$ cat config.mk
export PLATFORM = sky130hd
export DESIGN_NAME = ulmf_window
export DESIGN_NICKNAME = d
export VERILOG_FILES = /design/src/hdl/ulmf_pkg.sv /design/src/hdl/ulmf_cell.sv /design/src/hdl/ulmf_window.sv
export SDC_FILE = /design/constraint.sdc
export NUM_CORES = 1
export LEC_CHECK = 0
export ABC_AREA = 1
export BUFFER_PORTS_ARGS = -buffer_cell sky130_fd_sc_hd__clkbuf_2
export CORE_ASPECT_RATIO = 1.25
export CORE_MARGIN = 1
export CORE_UTILIZATION = 45
export DETAILED_ROUTE_END_ITERATION = 16
export GPL_ROUTABILITY_DRIVEN = 0
export GPL_TIMING_DRIVEN = 1
export PLACE_DENSITY = 0.72
export REMOVE_ABC_BUFFERS = 1
export SYNTH_ARGS = -nofsm -noshare
export SYNTH_HDL_FRONTEND = slang
export SYNTH_SLANG_ARGS = --single-unit
export TNS_END_PERCENT = 30
$ cat constraint.sdc
create_clock -name clk_i -period 9.6 [get_ports clk_i]
set_clock_uncertainty 0.15 [all_clocks]
set_input_delay 1.92 -clock clk_i [delete_from_list [all_inputs] [get_ports clk_i]]
set_output_delay 1.92 -clock clk_i [all_outputs]
set_load 0.02 [all_outputs]
$ cat src/hdl/ulmf_pkg.sv
// ----------------------------------------------------------------------------
// Ultrasonic level median filter package
// Shared widths, constants, status codes and types of the level filter.
// ----------------------------------------------------------------------------
package ulmf_pkg;

  // Depth of the window of valid distance readings.
  localparam int WINDOW_SIZE = 5;
  localparam int RANK_W      = $clog2(WINDOW_SIZE + 1);

  localparam int ECHO_W     = 15;
  localparam int DIST_W     = 16;
  localparam int HEIGHT_W   = 16;
  localparam int PERMILLE_W = 10;
  localparam int STATUS_W   = 2;

  // Distance in 0.1 mm is (width * 112394) >> 16.
  localparam int SCALE_W    = 17;
  localparam int PROD_W     = ECHO_W + SCALE_W;
  localparam int SCALE_SHIFT = 16;
  localparam logic [SCALE_W-1:0] DIST_SCALE_MUL = 17'd112394;

  localparam logic [DIST_W-1:0]   DIST_MIN_DMM = 16'd200;
  localparam logic [DIST_W-1:0]   DIST_MAX_DMM = 16'd50000;
  localparam logic [HEIGHT_W-1:0] HEIGHT_RESET = 16'd10000;

  localparam logic [PERMILLE_W-1:0] PERMILLE_SCALE = 10'd1000;
  localparam int DIV_PROD_W = HEIGHT_W + PERMILLE_W;
  localparam int DIV_CNT_W  = $clog2(PERMILLE_W + 1);

  localparam logic [STATUS_W-1:0] ST_VALID   = 2'd0;
  localparam logic [STATUS_W-1:0] ST_NO_ECHO = 2'd1;
  localparam logic [STATUS_W-1:0] ST_RANGE   = 2'd2;

  // Contents of one window cell.
  typedef struct packed {
    logic              occ;
    logic [DIST_W-1:0] dmm;
  } cell_data_t;

  // Commands from the sequencer to the window.
  typedef struct packed {
    logic insert;
    logic scan;
  } win_ctrl_t;

endpackage

$ cat src/hdl/ulmf_cell.sv
// ----------------------------------------------------------------------------
// Window cell
// Holds one distance reading, takes its neighbour's reading on a step and
// compares its own reading with the broadcast candidate.
// ----------------------------------------------------------------------------
module ulmf_cell import ulmf_pkg::*; (
  input  logic              clk_i,
  input  logic              rst_ni,
  input  logic              step_i,
  input  cell_data_t        d_i,
  input  logic [DIST_W-1:0] cand_i,
  output cell_data_t        q_o,
  output logic              lt_o,
  output logic              eq_o
);

  logic              occ_q;
  logic [DIST_W-1:0] dist_q;

  always_ff @(posedge clk_i or negedge rst_ni) begin
    if (!rst_ni) begin
      occ_q <= 1'b0;
    end else if (step_i) begin
      occ_q <= d_i.occ;
    end
  end

  always_ff @(posedge clk_i) begin
    if (step_i) begin
      dist_q <= d_i.dmm;
    end
  end

  assign q_o.occ  = occ_q;
  assign q_o.dmm  = dist_q;
  assign lt_o     = occ_q && (dist_q < cand_i);
  assign eq_o     = occ_q && (dist_q == cand_i);

endmodule

$ cat src/hdl/ulmf_window.sv
// ----------------------------------------------------------------------------
// Reading window
// A row of cells holding the last valid readings, and the rank logic that
// picks the median while the row rotates once past the candidate position.
// ----------------------------------------------------------------------------
module ulmf_window import ulmf_pkg::*; (
  input  logic              clk_i,
  input  logic              rst_ni,
  input  win_ctrl_t         ctrl_i,
  input  logic [DIST_W-1:0] dist_i,
  output logic [DIST_W-1:0] median_o
);

  cell_data_t        cell_q  [WINDOW_SIZE];
  cell_data_t        cell_in [WINDOW_SIZE];
  logic              lt      [WINDOW_SIZE];
  logic              eq      [WINDOW_SIZE];
  cell_data_t        cand;
  logic              step;
  logic [RANK_W-1:0] n_occ;
  logic [RANK_W-1:0] n_lt;
  logic [RANK_W-1:0] n_eq;
  logic [RANK_W-1:0] k_mid;
  logic [RANK_W-1:0] n_le;
  logic              hit;
  logic [DIST_W-1:0] median_q;

  assign step = ctrl_i.insert || ctrl_i.scan;
  assign cand = cell_q[WINDOW_SIZE-1];

  for (genvar j = 0; j < WINDOW_SIZE; j++) begin : g_cell
    if (j == 0) begin : g_head
      // A new reading pushes the oldest one out of the far end; a scan
      // step closes the row into a ring.
      always_comb begin
        if (ctrl_i.insert) begin
          cell_in[j].occ = 1'b1;
          cell_in[j].dmm = dist_i;
        end else begin
          cell_in[j] = cell_q[WINDOW_SIZE-1];
        end
      end
    end else begin : g_body
      assign cell_in[j] = cell_q[j-1];
    end

    ulmf_cell u_cell (
      .clk_i  (clk_i),
      .rst_ni (rst_ni),
      .step_i (step),
      .d_i    (cell_in[j]),
      .cand_i (cand.dmm),
      .q_o    (cell_q[j]),
      .lt_o   (lt[j]),
      .eq_o   (eq[j])
    );
  end

  always_comb begin
    n_occ = '0;
    n_lt  = '0;
    n_eq  = '0;
    for (int i = 0; i < WINDOW_SIZE; i++) begin
      n_occ = n_occ + RANK_W'(cell_q[i].occ);
      n_lt  = n_lt + RANK_W'(lt[i]);
      n_eq  = n_eq + RANK_W'(eq[i]);
    end
  end

  // The candidate is the median when the middle rank falls inside the run
  // of readings equal to it.
  assign k_mid = n_occ >> 1;
  assign n_le  = RANK_W'(n_lt + n_eq);
  assign hit   = cand.occ && (n_lt <= k_mid) && (k_mid < n_le);

  always_ff @(posedge clk_i) begin
    if (ctrl_i.scan && hit) begin
      median_q <= cand.dmm;
    end
  end

  assign median_o = median_q;

endmodule

==> metrics.md, run 1 <==
| Metric | Value |
|---|---|
| Final setup vio count | 0 |
| Filler cell count | 964 |
| Largest net degree at the start of global routing | 53 |
| Synth Area in XOR/XNOR | 0.170% |
| F_max | 170 MHz |
| Clock slew at reported path FFs | 0.07 ns |
| Mux share of post-synthesis cell area | 0.219% |
| Hold Crit Depth | 0 |
| Violated checks | design-rule violations |
| Post-route setup TNS | 0 ns |
| Initial antenna violation count | 0 |
| Setup crit end kind | register |
| Max-Cap Viols | 0 |
| Die Wd | 97.6 um |
| Pre-antenna DRT Iters | 11 |
| Pleak | 2.65 nW |
| Synth area leader | edfxtp_1 |
| #FFs+latches synth | 101 |
| Worst skew pair latency | 0.36 ns |
| PostCTS Resize Cnt | 0 |
| Min cycle time layout | 5.88 ns |
| Maximum root-to-sink buffer count | 2 |
| Pins Over Slew Limit | 0 |
| PortBufs | 35 |
| Fin. Hold Viols | 0 |
| YS warnings | 0 |
| Synth Area in Compound Gates | 5.64% |
| Clock root cell | clkbuf_16 |
| Setup WS pre-CTS | 3.60 ns |
| Syn Inst Count | 434 |
| P&R area growth vs syn | 12.7% |
| Vias after detailed routing | 3,149 |
| Final antenna-violating net count | 0 |
| H-tree lvl count | 3 |
| Post-Synth Adder-Cell Area | 20.0% |
| FF-to-FF Start | g_cell[4].u_cell.dist_q[15] |
| Pwr dens | 218 nW/um^2 |
| IO Pins | 36 |
| Ratio of final minimum period to clock period | 61.2% |
| Footprint of the multi-input gates | 1900 um^2 |
| TritonCTS clock tree | built |
| DRC | 6 |
| DIE AREA | 11,900 um^2 |
| Largest cells by area after synthesis | edfxtp_1 (56%), ha_1 (17%), nand2_1 (6.3%), inv_1 (3.9%), fa_1 (2.7%) |
| Vias in the first global route | 3,301 |
| FF+latch area | 3010 um^2 |
| Outcome | finished, violations left |
| FP Rows | 43 |
| Crit path arrival time | 5.78 ns |
| DR vias/cell | 5.10 |
| Starting DRT DRC Count | 177 |
| First-pass GRT wire length | 15,500 um |
| Commonest non-fill, non-tap cells in the layout | edfxtp_1 (96), nand2_1 (87), ha_1 (71) |
| Worst Hold Class | register to register |
| Post-route insts no fill | 618 |
| # diodes | 0 |
| Post-CTS Hold Buffers | 0 |
| Synth Area in Simple Gates | 10.8% |
| Critical path class | register to register |
| Worst path max stage delay | 0.64 ns |
| Reg2reg path depth | 23 |
| Mapped Area | 5140 um^2 |
| Critical path peak fanout | 9 |
| HP Start | g_cell[4].u_cell.dist_q[8] |
| Drt wl/cell | 14.7 um |
| Initial Utilization | 46.2% |
| R2R Setup Slk | 3.72 ns |
| VDD IR max | 0.0942 mV |
| Placed cells | 602 |
| Reg2reg end | median_o[9] |
| Die height | 122 um |
| Congestion Overflow GR | 0 |
| Critical Path Source Type | register |
| Register area share after synthesis | 58.5% |
| Distinct cell type count after synthesis | 26 |
| Core Area | 11,100 um^2 |
| Commonest non-fill, non-tap cell in the layout | edfxtp_1 |
| CTS buffer count | 9 |
| Slew headroom | 45.6% |
| Share of cells above drive strength 1 | 13.0% |
| PnR worst setup slack | 3.72 ns |
| Bufs and invs on worst path | 5 |
| Yosys top cell area share | 56.0% |
| Hold Crit Endpoint | median_o[8] |
| Post-CTS Setup Inserts | 0 |
| WP data required | 9.51 ns |
| Syn_area_per_cell | 11.9 um^2 |
| Overall Global Routing Usage | 17.3% |
| Final wirelength | 9070 um |
| Worst path cell trace | inv_1, ha_1, nand2_1, nor2_2, nand3_1, nor2_1, nand2_1, nand2_1, nor2_1, fa_1, ha_1, inv_1, fa_1, fa_1, inv_1, ha_1, fa_1, inv_1, ha_1, o21ai_0, a21oi_1, nor2_1, buf_4 |
| Critical path's slowest cell | nor2_1 |
| RSZ-0062 raised after global routing | no |
| Main combinational cell family by area after synthesis | adder cells |
| Worst slew pin tran | 0.813 ns |
| Final HPWL DP | 6730 um |
| Worst path top cell family by delay | adder cells |
| Nets | 576 |
| Sink Count | 101 |
cells by family after synthesis:
kind of cell             Yosys count
AO/OA/AOI/OAI                     56
XOR/XNOR                           1
adder cells (fa/ha/maj)           78
buffers and inverters             63
flip-flops                       101
multiplexers                       1
AND/OR/NAND/NOR                  134
cell type report:
cell class / instances / share of cell area, %
repair buffers: 37 / 3.28
inverters: 59 / 3.82
flip-flops and latches: 101 / 51.9
clock buffers: 9 / 3.88
well taps: 135 / 2.91
multi-input cells: 270 / 32.7
clock inverters: 7 / 1.55
synthesized netlist by cell type:
cell type / n
fa_1: 7
nand4_1: 2
a211oi_1: 1
o21ai_0: 7
mux2_1: 1
xor2_1: 1
inv_2: 5
nand2_2: 1
nand2_1: 87
o21bai_1: 1
inv_1: 54
and3_1: 1
dfrtp_1: 5
ha_1: 71
a21oi_1: 22
a21o_1: 2
nor2_4: 1
nor2_2: 3
nor3_1: 1
nor4_1: 1
edfxtp_1: 96
nand3_1: 15
buf_2: 4
nand3_2: 1
o21ai_1: 23
nor2_1: 21
power by group:
part	internal (W)	total (W)	leakage, nW	switching, W
logic	0.000110	0.000291	1.47	0.000180
clock network	0.000227	0.000384	0.153	0.000158
registers	0.000558	0.000589	1.03	0.0000315
flip-flops by register name (all words and copies together) (netlist names):
name                  flops
g_cell.u_cell.dist_q     80
median_o                 16
g_cell.u_cell.occ_q       5
stage by stage:
stage	hold WS (ns)	total power (W)	instance area, um^2	util [%]
after CTS	0.301	0.00128	5800	52.1
after global placement	0.281	0.000881	5480	49.2
after detailed placement	0.284	0.000894	5480	49.2
after floorplan	0.276	0.000801	5120	-
after global routing	0.312	0.00134	5800	52.1
final	0.299	0.00126	5800	52.1
worst max path at each step:
stage,startpoint,slack (ns),endpoint,cells past startpoint
floorplan,g_cell[4].u_cell.dist_q[15],4.24,median_o[0],22
global placement,g_cell[4].u_cell.dist_q[15],3.71,median_o[11],23
detailed placement,g_cell[4].u_cell.dist_q[15],3.60,median_o[11],23
CTS,g_cell[4].u_cell.dist_q[15],3.59,median_o[9],23
global route,g_cell[4].u_cell.dist_q[15],3.26,median_o[12],23
finish,g_cell[4].u_cell.dist_q[15],3.72,median_o[9],23
metal layers:
metal  global-route usage (%)  part of all wire, %
met3                     2.98                  4.0
met2                     29.7                   50
met5                        0                    0
met1                     20.4                   43
met4                     10.7                  3.1
Note: power is estimated with default switching activity, not from simulation.
==> run 2, diff against run 1 <==
ABC_AREA = 0   (was 1)
clock period = 6 ns   (was 9.6 ns; I/O delays follow)
==> metrics.md, run 2 <==
| Metric | Value |
|---|---|
| Outcome | finished, final reports clean |
| Sink Count | 101 |
| F_max | 174 MHz |
| FF+latch area | 3010 um^2 |
| Critical path class | register to register |
| # diodes | 0 |
| Worst slew pin tran | 1.07 ns |
| Commonest non-fill, non-tap cell in the layout | edfxtp_1 |
| Final wirelength | 9580 um |
| Yosys top cell area share | 57.5% |
| Pre-antenna DRT Iters | 5 |
| YS warnings | 0 |
| Overall Global Routing Usage | 18.6% |
| TritonCTS clock tree | built |
| Drt wl/cell | 17.6 um |
| Worst path top cell family by delay | adder cells |
| Maximum root-to-sink buffer count | 2 |
| Min cycle time layout | 5.76 ns |
| Pins Over Slew Limit | 0 |
| Die height | 120 um |
| Critical path peak fanout | 16 |
| Post-synth EDFFs | 96 |
| Final HPWL DP | 7380 um |
| Power Total | 0.00213 W |
| Slew headroom | 28.8% |
| Syn Inst Count | 358 |
| R2R Setup Slk | 0.24 ns |
| Vias after detailed routing | 3,018 |
| CTS buffer count | 9 |
| DIE AREA | 11,600 um^2 |
| Core Area | 10,700 um^2 |
| Share of cells above drive strength 1 | 16.2% |
| P&R area growth vs syn | 13.9% |
| FP Rows | 42 |
| IO Pins | 36 |
| Vias in the first global route | 3,126 |
| Filler cell count | 932 |
| Worst Hold Class | register to register |
| VDD IR max | 0.170 mV |
| DRC | 0 |
| Fin Hold WS | 0.300 ns |
| Worst skew pair latency | 0.34 ns |
| Initial antenna violation count | 0 |
| Worst path cell trace | inv_1, ha_1, and4_1, a221o_1, a211oi_1, fa_1, ha_1, inv_1, fa_1, fa_1, inv_1, ha_1, fa_1, inv_1, ha_1, a21oi_1, nor2_1, nor3_2, buf_12 |
| Worst path max stage delay | 0.51 ns |
| Nets | 506 |
| Mapped Area | 5010 um^2 |
| Syn_area_per_cell | 14.0 um^2 |
| Reg2reg end | median_o[1] |
| Crit path arrival time | 5.67 ns |
| Largest register FFs | 80 |
| First-pass GRT wire length | 15,500 um |
| Max-Cap Viols | 0 |
| Bufs and invs on worst path | 5 |
| Pwr dens | 374 nW/um^2 |
| PortBufs | 35 |
| Congestion Overflow GR | 0 |
| Footprint of the multi-input gates | 1890 um^2 |
| Synth area leader | edfxtp_1 |
| Distinct cell type count after synthesis | 34 |
| Register area share after synthesis | 60.0% |
| Stages on worst setup path | 19 |
| Setup crit end kind | register |
| Final setup vio count | 0 |
| Top FF cell, synth | edfxtp_1 |
| Most instantiated cells after synthesis | edfxtp_1 (96), ha_1 (71), inv_1 (32) |
| Clock slew at reported path FFs | 0.07 ns |
| Largest cells by area after synthesis | edfxtp_1 (57%), ha_1 (18%), fa_1 (2.8%), dfrtp_1 (2.5%), inv_1 (2.4%) |
| Critical Path Source Type | register |
| DR vias/cell | 5.54 |
| Die Wd | 96.4 um |
| Fin. Hold Viols | 0 |
| RSZ-0062 raised after global routing | no |
| H-tree lvl count | 3 |
| FFs w/ async S/R, synth | 4.95% |
| Pleak | 2.45 nW |
| Starting DRT DRC Count | 205 |
| FF-to-FF Start | g_cell[4].u_cell.dist_q[14] |
| Top-count cell post-synth | edfxtp_1 |
| Largest reg by FF count | g_cell.u_cell.dist_q |
| Largest net degree at the start of global routing | 52 |
| Initial Utilization | 46.8% |
| Post-CTS Setup Inserts | 0 |
| Final antenna-violating net count | 0 |
| Commonest non-fill, non-tap cells in the layout | edfxtp_1 (96), ha_1 (71), clkbuf_2 (35) |
| Setup crit start | g_cell[4].u_cell.dist_q[14] |
| Critical path's slowest cell | fa_1 |
| Reg2reg path depth | 19 |
| Capture point of the critical path | median_o[1] |
| #FFs+latches synth | 101 |
| WP data required | 5.90 ns |
| Ratio of final minimum period to clock period | 96.1% |
| Clock root cell | clkbuf_16 |
## run 2: routing by layer
metal	vias to the layer above	wire length (um)	global-route usage, %
met4	0	368	10.1
met3	20	523	3.30
met2	88	4820	30.5
met1	1444	3870	23.1
met5	-	0	0
li1	1466	-	-
## run 2: power breakdown
group	total, W	internal (W)	switching (W)
logic	0.000606	0.000244	0.000362
clock network	0.000551	0.000287	0.000264
registers	0.000975	0.000921	0.0000533
## run 2: logic make-up (layout without fill, tap and decap cells)
group           count (synthesis)  in the layout  share of synthesized area, %
buf+inv                        35             90                          2.62
mux                             4              4                         0.898
fa+ha+maj                      78             78                          20.5
simple gates                   75             75                          7.86
compound gates                 64             64                          7.94
xor+xnor                        1              1                         0.175
flops                         101            101                          60.0
## run 2: what timing repair did
action	in CTS	in global routing
resized for setup	0	2
endpoints found under the setup margin	0	16
hold buffers	0	0
## run 2: layout make-up
cell class	instances	area share, %
Clock inverter	7	1.01
Clock buffer	9	3.95
Timing Repair Buffer	42	4.21
Inverter	32	2.10
Sequential cell	101	52.7
Tap cell	132	2.89
Multi-Input combinational cell	222	33.1
## run 2: how the worst min path moves through the flow
| stage | startpoint | endpoint | cells past startpoint |
|---|---|---|---|
| 4_1_cts | g_cell[4].u_cell.dist_q[1] | median_o[1] | 0 |
| 6_report | g_cell[4].u_cell.dist_q[1] | median_o[1] | 0 |
| 3_5_place_dp | g_cell[4].u_cell.dist_q[14] | median_o[14] | 0 |
| 2_1_floorplan | g_cell[0].u_cell.dist_q[0] | g_cell[1].u_cell.dist_q[0] | 0 |
| 5_1_grt | g_cell[4].u_cell.dist_q[7] | median_o[7] | 0 |
| 3_3_place_gp | g_cell[4].u_cell.dist_q[14] | median_o[14] | 0 |
## run 2: through the flow
stage          std cells  worst slack, ns  utilization (%)  setup TNS [ns]  instance area, um^2
2_1_floorplan        355           -0.236                -           -3.77                 5000
3_3_place_gp         529            0.288             50.5               0                 5410
3_5_place_dp         529            0.206             50.5               0                 5410
4_1_cts              545            0.200             53.1               0                 5700
5_1_grt              545           0.0177             53.2               0                 5710
6_report             545            0.236             53.2               0                 5710
