==> config.mk <==
export PLATFORM = sky130hd
export DESIGN_NAME = ulmf_divider
export DESIGN_NICKNAME = d
export VERILOG_FILES = /design/src/hdl/ulmf_pkg.sv /design/src/hdl/ulmf_divider.sv
export SDC_FILE = /design/constraint.sdc
export NUM_CORES = 1
export LEC_CHECK = 0
export ABC_CLOCK_PERIOD_IN_PS = 3300
export BUFFER_PORTS_ARGS = -buffer_cell sky130_fd_sc_hd__buf_2
export CORE_ASPECT_RATIO = 0.8
export CORE_MARGIN = 2
export CORE_UTILIZATION = 30
export DETAILED_ROUTE_END_ITERATION = 8
export GPL_TIMING_DRIVEN = 1
export PLACE_DENSITY_LB_ADDON = 0.1
export SYNTH_ARGS = -nofsm -noshare
export SYNTH_HDL_FRONTEND = slang
export SYNTH_SLANG_ARGS = --single-unit
==> constraint.sdc <==
create_clock -name clk_i -period 3.3 [get_ports clk_i]
set_input_delay 0.33 -clock clk_i [delete_from_list [all_inputs] [get_ports clk_i]]
set_output_delay 0.33 -clock clk_i [all_outputs]
set_load 0.05 [all_outputs]
==> src/hdl/ulmf_pkg.sv <==
// ----------------------------------------------------------------------------
// Ultrasonic level median filter package
// Shared widths, constants, status codes and types of the level filter.
// ----------------------------------------------------------------------------
package ulmf_pkg;

  // Depth of the window of valid distance readings.
  localparam int WINDOW_SIZE = 5;
  localparam int RANK_W      = $clog2(WINDOW_SIZE + 1);

  localparam int ECHO_W     = 15;
  localparam int DIST_W     = 16;
  localparam int HEIGHT_W   = 16;
  localparam int PERMILLE_W = 10;
  localparam int STATUS_W   = 2;

  // Distance in 0.1 mm is (width * 112394) >> 16.
  localparam int SCALE_W    = 17;
  localparam int PROD_W     = ECHO_W + SCALE_W;
  localparam int SCALE_SHIFT = 16;
  localparam logic [SCALE_W-1:0] DIST_SCALE_MUL = 17'd112394;

  localparam logic [DIST_W-1:0]   DIST_MIN_DMM = 16'd200;
  localparam logic [DIST_W-1:0]   DIST_MAX_DMM = 16'd50000;
  localparam logic [HEIGHT_W-1:0] HEIGHT_RESET = 16'd10000;

  localparam logic [PERMILLE_W-1:0] PERMILLE_SCALE = 10'd1000;
  localparam int DIV_PROD_W = HEIGHT_W + PERMILLE_W;
  localparam int DIV_CNT_W  = $clog2(PERMILLE_W + 1);

  localparam logic [STATUS_W-1:0] ST_VALID   = 2'd0;
  localparam logic [STATUS_W-1:0] ST_NO_ECHO = 2'd1;
  localparam logic [STATUS_W-1:0] ST_RANGE   = 2'd2;

  // Contents of one window cell.
  typedef struct packed {
    logic              occ;
    logic [DIST_W-1:0] dmm;
  } cell_data_t;

  // Commands from the sequencer to the window.
  typedef struct packed {
    logic insert;
    logic scan;
  } win_ctrl_t;

endpackage

==> src/hdl/ulmf_divider.sv <==
// ----------------------------------------------------------------------------
// Permille divider
// Restoring divider giving floor(level * 1000 / height), one quotient bit a
// cycle. The level never exceeds the height, so ten bits suffice.
// ----------------------------------------------------------------------------
module ulmf_divider import ulmf_pkg::*; (
  input  logic                  clk_i,
  input  logic                  rst_ni,
  input  logic                  start_i,
  input  logic [HEIGHT_W-1:0]   level_i,
  input  logic [HEIGHT_W-1:0]   height_i,
  output logic                  done_o,
  output logic [PERMILLE_W-1:0] quot_o
);

  logic [DIV_PROD_W-1:0] prod;
  logic [HEIGHT_W-1:0]   rem_q;
  logic [PERMILLE_W-1:0] low_q;
  logic [PERMILLE_W-1:0] quot_q;
  logic [DIV_CNT_W-1:0]  cnt_q;
  logic                  run_q;
  logic                  done_q;
  logic [HEIGHT_W:0]     trial;
  logic [HEIGHT_W:0]     diff;
  logic                  ge;

  assign prod  = DIV_PROD_W'(level_i) * DIV_PROD_W'(PERMILLE_SCALE);
  assign trial = {rem_q, low_q[PERMILLE_W-1]};
  assign diff  = trial - {1'b0, height_i};
  assign ge    = trial >= {1'b0, height_i};

  always_ff @(posedge clk_i or negedge rst_ni) begin
    if (!rst_ni) begin
      run_q  <= 1'b0;
      done_q <= 1'b0;
      cnt_q  <= '0;
    end else begin
      done_q <= 1'b0;
      if (start_i) begin
        run_q <= 1'b1;
        cnt_q <= '0;
      end else if (run_q) begin
        cnt_q <= cnt_q + 1'b1;
        if (cnt_q == DIV_CNT_W'(PERMILLE_W - 1)) begin
          run_q  <= 1'b0;
          done_q <= 1'b1;
        end
      end
    end
  end

  always_ff @(posedge clk_i) begin
    if (start_i) begin
      // The top of the product is already below the height.
      rem_q  <= prod[DIV_PROD_W-1 -: HEIGHT_W];
      low_q  <= prod[PERMILLE_W-1:0];
      quot_q <= '0;
    end else if (run_q) begin
      rem_q  <= ge ? diff[HEIGHT_W-1:0] : trial[HEIGHT_W-1:0];
      low_q  <= {low_q[PERMILLE_W-2:0], 1'b0};
      quot_q <= {quot_q[PERMILLE_W-2:0], ge};
    end
  end

  assign done_o = done_q;
  assign quot_o = quot_q;

endmodule
==> results of run 1 <==
==> synthesized netlist by cell type, drive strengths merged (3+ instances only) <==
| cell type | n | area (µm²) |
|---|---|---|
| a211oi | 6 | 55.1 |
| a21boi | 3 | 26.3 |
| a21o | 16 | 120 |
| a21oi | 27 | 139 |
| a31oi | 4 | 40.0 |
| a41oi | 3 | 26.3 |
| buf | 7 | 51.3 |
| clkbuf | 6 | 22.5 |
| dfrtp | 6 | 150 |
| dfxtp | 10 | 200 |
| edfxtp | 23 | 691 |
| fa | 55 | 1100 |
| ha | 71 | 888 |
| inv | 101 | 379 |
| mux2 | 7 | 78.8 |
| mux2i | 25 | 250 |
| nand2 | 25 | 93.8 |
| nand2b | 4 | 25.0 |
| nand3 | 5 | 25.0 |
| nand3b | 3 | 22.5 |
| nand4 | 6 | 37.5 |
| nor2 | 32 | 120 |
| nor2b | 4 | 32.5 |
| nor3 | 4 | 20.0 |
| o211ai | 3 | 22.5 |
| o21ai | 22 | 118 |
| o21bai | 3 | 22.5 |
| o22ai | 3 | 18.8 |
| xnor2 | 20 | 175 |
| xor2 | 11 | 96.3 |
==> sequential cells by signal (all words and copies together) (netlist names) <==
| signal | flops |
|---|---|
| low_q | 7 |
| quot_o | 10 |
| done_o | 1 |
| cnt_q | 4 |
| run_q | 1 |
| rem_q | 16 |
==> cell type report <==
type,instances,area (µm²),share of cell area (%)
Clock inverter,1,8.76,0.123
Multi-Input combinational cell,390,4150,58.1
Sequential cell,39,1040,14.6
Clock buffer,7,164,2.30
Tap cell,225,282,3.94
Inverter,101,398,5.57
Timing Repair Buffer,148,1100,15.4
==> how the worst max path moves through the flow <==
stage,start,end,slack (ns)
floorplan,level_i[5],rem_q[13],-0.88
detailed placement,level_i[5],rem_q[15],-1.25
global placement,level_i[10],rem_q[14],-1.17
finish,level_i[6],rem_q[14],-0.83
global route,level_i[6],rem_q[6],-1.01
CTS,level_i[5],rem_q[14],-0.87
==> critical path, stage by stage <==
cell        delay, ns
buf_8            0.08
clkinvlp_4       0.10
buf_6            0.14
fa_1             0.49
fa_2             0.60
fa_2             0.43
fa_1             0.51
inv_1            0.06
ha_4             0.23
a21oi_4          0.18
nand2_2          0.07
o211a_4          0.28
a221o_1          0.36
a32oi_1          0.16
o221ai_1         0.13
==> what timing repair did <==
action / 4_1_cts / 5_1_grt
gates resized for setup: 39 / 40
hold buffers: 1 / 0
endpoints found under the setup margin: 17 / 17
setup buffers: 13 / 5
pin swaps: 26 / 46
endpoints found under the hold margin: 6 / 0
==> metrics by stage <==
step | power [W] | setup TNS [ns] | util [%] | setup WS [ns]
after detailed placement | 0.00587 | -15.56 | 37.4 | -1.25
after CTS | 0.00690 | -10.05 | 39.8 | -0.870
after global placement | 0.00584 | -15.06 | 37.4 | -1.17
final | 0.00733 | -9.46 | 41.2 | -0.827
after global routing | 0.00809 | -11.97 | 41.2 | -1.01
after floorplan | 0.00441 | -8.61 | - | -0.884
==> cells in the final DEF (no fill, tap or decap), types with 13 or more instances in the layout <==
master    count
a21o_1       16
fa_1         47
inv_1        83
buf_6        15
nand2_1      24
buf_4        88
edfxtp_1     23
nor2_1       31
ha_1         61
inv_2        13
mux2i_1      25
a21oi_1      18
buf_2        40
xnor2_1      18
==> metal layers <==
| metal | part of all wire (%) | wire (µm) | global-route usage, % | up-vias |
|---|---|---|---|---|
| met5 | 0 | 0 | 0 | - |
| met4 | 0.38 | 46 | 1.16 | 0 |
| met3 | 1.9 | 234 | 2.05 | 4 |
| met2 | 48 | 5770 | 23.9 | 28 |
| met1 | 50 | 5960 | 18.3 | 2053 |
| li1 | - | - | - | 2123 |
==> logic make-up (layout without fill, tap and decap cells) <==
group	after synthesis	after routing	share of synthesized area [%]
xor+xnor	31	31	5.13
fa+ha+maj	126	126	37.6
compound gates	107	107	14.3
flops	39	39	19.7
simple gates	94	94	8.49
mux	32	32	6.22
buf+inv	114	257	8.56
==> power breakdown <==
part           internal [W]  switching (W)
clock network      0.000349       0.000194
registers          0.000762      0.0000932
logic               0.00310        0.00283
total               0.00421        0.00312
==> summary.md, run 1 <==
| Metric | Value |
|---|---|
| Status | `finished, violations left` |
| Failing checks | `negative setup slack` |
| Post-DP HPWL | `around 10000 µm` |
| Max cap viols | `0` |
| Number of port buffers | `45` |
| Core area | `between 0.015 and 0.02 mm²` |
| Initial antenna violation count | `0` |
| Final cell count without fillers | `about 910` |
| Filler cells | `1771` |
| First-pass GRT wire length | `20900 µm` |
| Seq cells post-synth | `39` |
| Vias per cell | `4.62` |
| Reg2reg path depth | `8` |
| Peak supply drop | `0.000369 V` |
| Die X-Extent | `152 µm` |
| CTS H-Tree Depth | `2` |
| Largest net degree at the start of global routing | `24` |
| Worst Path Class, Setup | `input pin to flip-flop` |
| Worst setup EP type | `flip-flop` |
| R2R Path End | `rem_q[1]` |
| # diodes | `0` |
| Global route overflow | `0` |
| CTS tree | `built` |
| Vias in the first global route | `4488` |
| Clock slew at reported path FFs | `0.06 ns` |
| Final worst-path cycle share | `125%` |
| Worst-margin pin slew | `roughly 0.77 ns` |
| Hold Path Class | `input pin to async pin` |
| Hold WS | `0.387 ns` |
| Netlist Area Pre-Place | `0.00529 mm²` |
| Placed Area | `0.00648 mm²` |
| Die height | `123 µm` |
| Routability cong. | `roughly 0.8` |
| Synthesized Nets | `704` |
| DRT Pass-1 Iters | `4` |
| Worst r2r src | `rem_q[13]` |
| Pwr per Cell Area | `1030 mW/mm²` |
| Post-route ant nets | `0` |
| Layout area overhead | `35.0%` |
| CTS buffer count | `5` |
| Crit path max fanout | `4` |
| CP Launch Type | `input pin` |
| Clk Latency, worst-skew pair | `0.28 ns` |
| Root Driver | `clkbuf_16` |
| Final setup fails | `16` |
| Register area share after synthesis | `19.7%` |
| Max clock buf depth | `2` |
| Cell leakage power | `~3.5 nW` |
| Die ar. | `0.0187 mm²` |
| Starting Density | `30.5%` |
| Row count | `43` |
| CTS sink cnt | `39` |
| Min Tclk post-route | `4.13 ns` |
| Total Routing Usage GR | `13.5%` |
| RSZ-0062 raised after global routing | `true` |
| Yosys cell types | `62` |
| Final nets | `846` |
| CP required | `3.32 ns` |
| Drt total wl | `between 10000 and 15000 µm` |
| F_max | `around 240 MHz` |
| Prevailing post-synth register cell | `edfxtp_1` |
| DRC | `0` |
| Post-synthesis cell count | `543` |
| Worst reg2reg setup slack | `between 0.3 and 0.4 ns` |
| Yosys warnings | `0` |
| Worst relative slew slack | `roughly half` |
| Critical Path AT | `4.15 ns` |
| Layout cell share with drive strength beyond 1 | `34.5%` |
| Inst Count DP | `884` |
| Syn Area/Cell | `9.74 µm²` |
| Fin. max-slew vios | `0` |
| FFs w/ async S/R, synth | `around 15%` |
| Top-Level Pins | `46` |
| Routed via count | `4208` |
| Number of flops mapped to enable cells by yosys | `23` |
| Final WS setup | `-0.827 ns` |
| Fin. Hold Viols | `0` |
| Initial DRC Count | `165` |
| Wirelength per Cell | `13.2 µm` |
| Max Clock Skew | `0.00597 ns` |
| Post-route cell area | `just over 0.007 mm²` |
(Power assumes the default switching activity.)
==> inputs of run 2 (changes only) <==
--- a/config.mk
+++ b/config.mk
@@ -5,7 +5,7 @@
 export SDC_FILE = /design/constraint.sdc
 export NUM_CORES = 1
 export LEC_CHECK = 0
-export ABC_CLOCK_PERIOD_IN_PS = 3300
+export ABC_CLOCK_PERIOD_IN_PS = 4600
 export BUFFER_PORTS_ARGS = -buffer_cell sky130_fd_sc_hd__buf_2
 export CORE_ASPECT_RATIO = 0.8
 export CORE_MARGIN = 2
==> constraint.sdc (replaced) <==
create_clock -name clk_i -period 4.6 [get_ports clk_i]
set_input_delay 0.46 -clock clk_i [delete_from_list [all_inputs] [get_ports clk_i]]
set_output_delay 0.46 -clock clk_i [all_outputs]
set_load 0.05 [all_outputs]
==> run 2 against run 1 <==
Compared with the run above: hold slack improved by 0.11 ns; clock-buffer cell count unchanged; first-iteration DRC count decreased by 39%; the flow now finishes without violations; critical path depth unchanged; largest cell class unchanged; clock skew rose by 0.0026 ns; clock power down 33%; combinational power shrank 45%.
==> summary.md, run 2 (synthesis results as in run 1) <==
| Metric | Value |
|---|---|
| Status | `complete, no violations (was finished, violations left)` |
| Top-Level Pins | `46 (unchanged)` |
| Initial DRC Count | `101 (was 165)` |
| CTS H-Tree Depth | `2 (unchanged)` |
| Max cap viols | `0 (unchanged)` |
| Critical Path AT | `4.41 ns (was 4.15 ns)` |
| Hold depth | `2` |
| Layout cell share with drive strength beyond 1 | `21.0% (was 34.5%)` |
| Worst Path Class, Setup | `input pin to flip-flop (unchanged)` |
| Peak supply drop | `0.000213 V (was 0.000369 V)` |
| Global route overflow | `0 (unchanged)` |
| Largest delay share family, worst path | `adder cells (unchanged)` |
| Cell with the most instances on the worst path | `fa_1` |
| GRT met2 Usage | `21.3% (was 23.9%)` |
| Clock slew at reported path FFs | `0.06 ns (about the same)` |
| Hold WS | `0.495 ns (was 0.387 ns)` |
| Switch share | `45.2% (was 42.6%)` |
| Drt total wl | `11400 µm (was 12000 µm)` |
| RSZ-0062 raised after global routing | `false (was true)` |
| Core area | `0.0173 mm² (unchanged)` |
| Worst-margin pin slew | `0.783 ns (was 0.773 ns)` |
| CP Launch Type | `input pin (unchanged)` |
| Most frequent cells in the layout | `inv_1 (95), ha_1 (71), fa_1 (55) (was buf_4 (88), inv_1 (83), ha_1 (61))` |
| Largest Register | `rem_q (unchanged)` |
| Vias in the first global route | `4179 (was 4488)` |
| Crit path max fanout | `5 (was 4)` |
| Worst path bufs/invs | `4 (unchanged)` |
| Worst r2r src | `rem_q[5] (was rem_q[13])` |
| Vias per cell | `4.57 (was 4.62)` |
| Row count | `43 (unchanged)` |
| Post-route ant nets | `0 (unchanged)` |
| Final nets | `794 (was 846)` |
| Slowest stage cell, crit path | `fa_1 (was fa_2)` |
| Fin. max-slew vios | `0 (unchanged)` |
| CP required | `4.64 ns (was 3.32 ns)` |
| Total Routing Usage GR | `13.0% (was 13.5%)` |
| Cell leakage power | `3.19 nW (was 3.50 nW)` |
| CTS buffer count | `5 (unchanged)` |
| DRC | `0 (unchanged)` |
| Register share of total power | `14.4% (was 11.7%)` |
| Fin. Hold Viols | `0 (unchanged)` |
| Final worst-path cycle share | `95.0%` |
| Initial antenna violation count | `0 (unchanged)` |
| Number of port buffers | `45 (unchanged)` |
| Worst path max stage delay | `0.56 ns (was 0.60 ns)` |
| HP Start | `quot_o[9]` |
| Clk Latency, worst-skew pair | `0.28 ns (about the same)` |
| Switching pwr | `0.00191 W (was 0.00312 W)` |
| Reg2reg path depth | `8 (unchanged)` |
| Hold Path End | `quot_o[9]` |
| Worst path cell trace | `buf_2 -> inv_2 -> fa_1 -> fa_1 -> fa_1 -> fa_1 -> inv_1 -> ha_1 -> buf_4 -> a21oi_1 -> nand2_1 -> o211a_1 -> a21boi_2 -> mux2i_1 -> a311o_1 (was buf_8 -> clkinvlp_4 -> buf_6 -> fa_1 -> fa_2 -> fa_2 -> fa_1 -> inv_1 -> ha_4 -> a21oi_4 -> nand2_2 -> o211a_4 -> a221o_1 -> a32oi_1 -> o221ai_1)` |
| Routability cong. | `0.788 (was 0.797)` |
| Final setup fails | `0 (was 16)` |
| Worst setup EP type | `flip-flop (unchanged)` |
| Wirelength per Cell | `13.3 µm (was 13.2 µm)` |
| Die height | `123 µm (unchanged)` |
| Worst relative slew slack | `47.8% (was 48.5%)` |
| Worst reg2reg setup slack | `1.61 ns (was 0.39 ns)` |
| F_max | `between 200 and 250 MHz` |
| Starting Density | `30.5% (unchanged)` |
| Max Clock Skew | `0.00852 ns (was 0.00597 ns)` |
| Layout area overhead | `18.9% (was 35.0%)` |
| CTS tree | `built (unchanged)` |
| Largest register FFs | `16 (unchanged)` |
| Internal | `0.00232 W (was 0.00421 W)` |
| Max clock buf depth | `2 (unchanged)` |
| R2R Path End | `rem_q[1] (unchanged)` |
| Post-CTS Setup Inserts | `0 (was 13)` |
| Commonest non-fill, non-tap cell in the layout | `inv_1 (was buf_4)` |
| Pwr per Cell Area | `672 mW/mm² (was 1030 mW/mm²)` |
| TNS Setup | `0 ns (was -9.46 ns)` |
| Post-DP HPWL | `9820 µm (was 10200 µm)` |
| Final core occ | `36.3% (was 41.2%)` |
| # diodes | `0 (unchanged)` |
| Die ar. | `0.0187 mm² (unchanged)` |
| Met3 usage | `2.22% (was 2.05%)` |
| Largest net degree at the start of global routing | `42 (was 24)` |
| Root Driver | `clkbuf_16 (unchanged)` |
| Met1 usage | `18.7% (was 18.3%)` |
| Logic gate share of total power | `77.0% (was 80.9%)` |
| CTS sink cnt | `39 (unchanged)` |
| Hold Path Class | `flip-flop to flip-flop (was input pin to async pin)` |
| Die X-Extent | `152 µm (unchanged)` |
| Grt peak-use layer | `met2 (unchanged)` |
| Clock power share | `8.6% (was 7.4%)` |
| Min Tclk post-route | `~4.4 ns` |
| First-pass GRT wire length | `19800 µm (was 20900 µm)` |
| Routed via count | `3927 (was 4208)` |
| DRT Pass-1 Iters | `4 (unchanged)` |
[run 2: worst reg2reg max path: stages (launching register included)]
cell      delay [ns]
edfxtp_1        0.41
ha_1            0.40
nand4_1         0.17
nor4_1          0.10
nor4_1          0.34
a21oi_1         0.18
a31oi_4         0.66
mux2i_1         0.18
mux2_2          0.29
[run 2: per-layer routing]
layer / vias up / wire [µm]
met5: - / 0
li1: 2022 / -
met4: 0 / 38
met2: 39 / 5000
met1: 1861 / 6070
met3: 5 / 290
[run 2: power groups by stage]
stage | Sequential [W] | Combinational [W] | Clock [W]
finish | 0.000610 | 0.00325 | 0.000363
global placement | 0.000623 | 0.00325 | 0
floorplan | 0.000617 | 0.00234 | 0
global route | 0.000625 | 0.00370 | 0.000386
detailed placement | 0.000620 | 0.00326 | 0
CTS | 0.000613 | 0.00328 | 0.000371
[run 2: how the worst max path moves through the flow]
| stage | depth (start not counted) | endpoint | startpoint |
|---|---|---|---|
| floorplan | 15 | rem_q[13] | level_i[5] |
| global placement | 17 | rem_q[14] | level_i[10] |
| detailed placement | 15 | rem_q[12] | level_i[3] |
| CTS | 15 | rem_q[12] | level_i[3] |
| global route | 15 | rem_q[14] | level_i[6] |
| finish | 15 | rem_q[12] | level_i[4] |
[run 2: repair_timing]
item | in CTS | in global routing
hold buffers | 1 | 0
gates resized for setup | 0 | 11
hold endpoints to repair | 6 | 0
setup endpoints to repair | 0 | 8
[run 2: metrics by stage]
stage | area (µm²) | power [W] | std cells | setup slack, ns
global route | 6290 | 0.00472 | 859 | 0.00495
floorplan | 5290 | 0.00296 | 543 | 0.0527
global placement | 6110 | 0.00388 | 850 | -0.146
detailed placement | 6110 | 0.00388 | 850 | -0.197
finish | 6290 | 0.00423 | 859 | 0.231
CTS | 6270 | 0.00426 | 859 | 0.104
[run 2: area by class of cell]
type | count | area, µm²
fillers | 1817 | 11000
multi-input cells | 390 | 3810
flip-flops and latches | 39 | 1040
repair buffers | 96 | 623
inverters | 101 | 379
well taps | 225 | 282
clock buffers | 7 | 143
clock inverters | 1 | 8.76
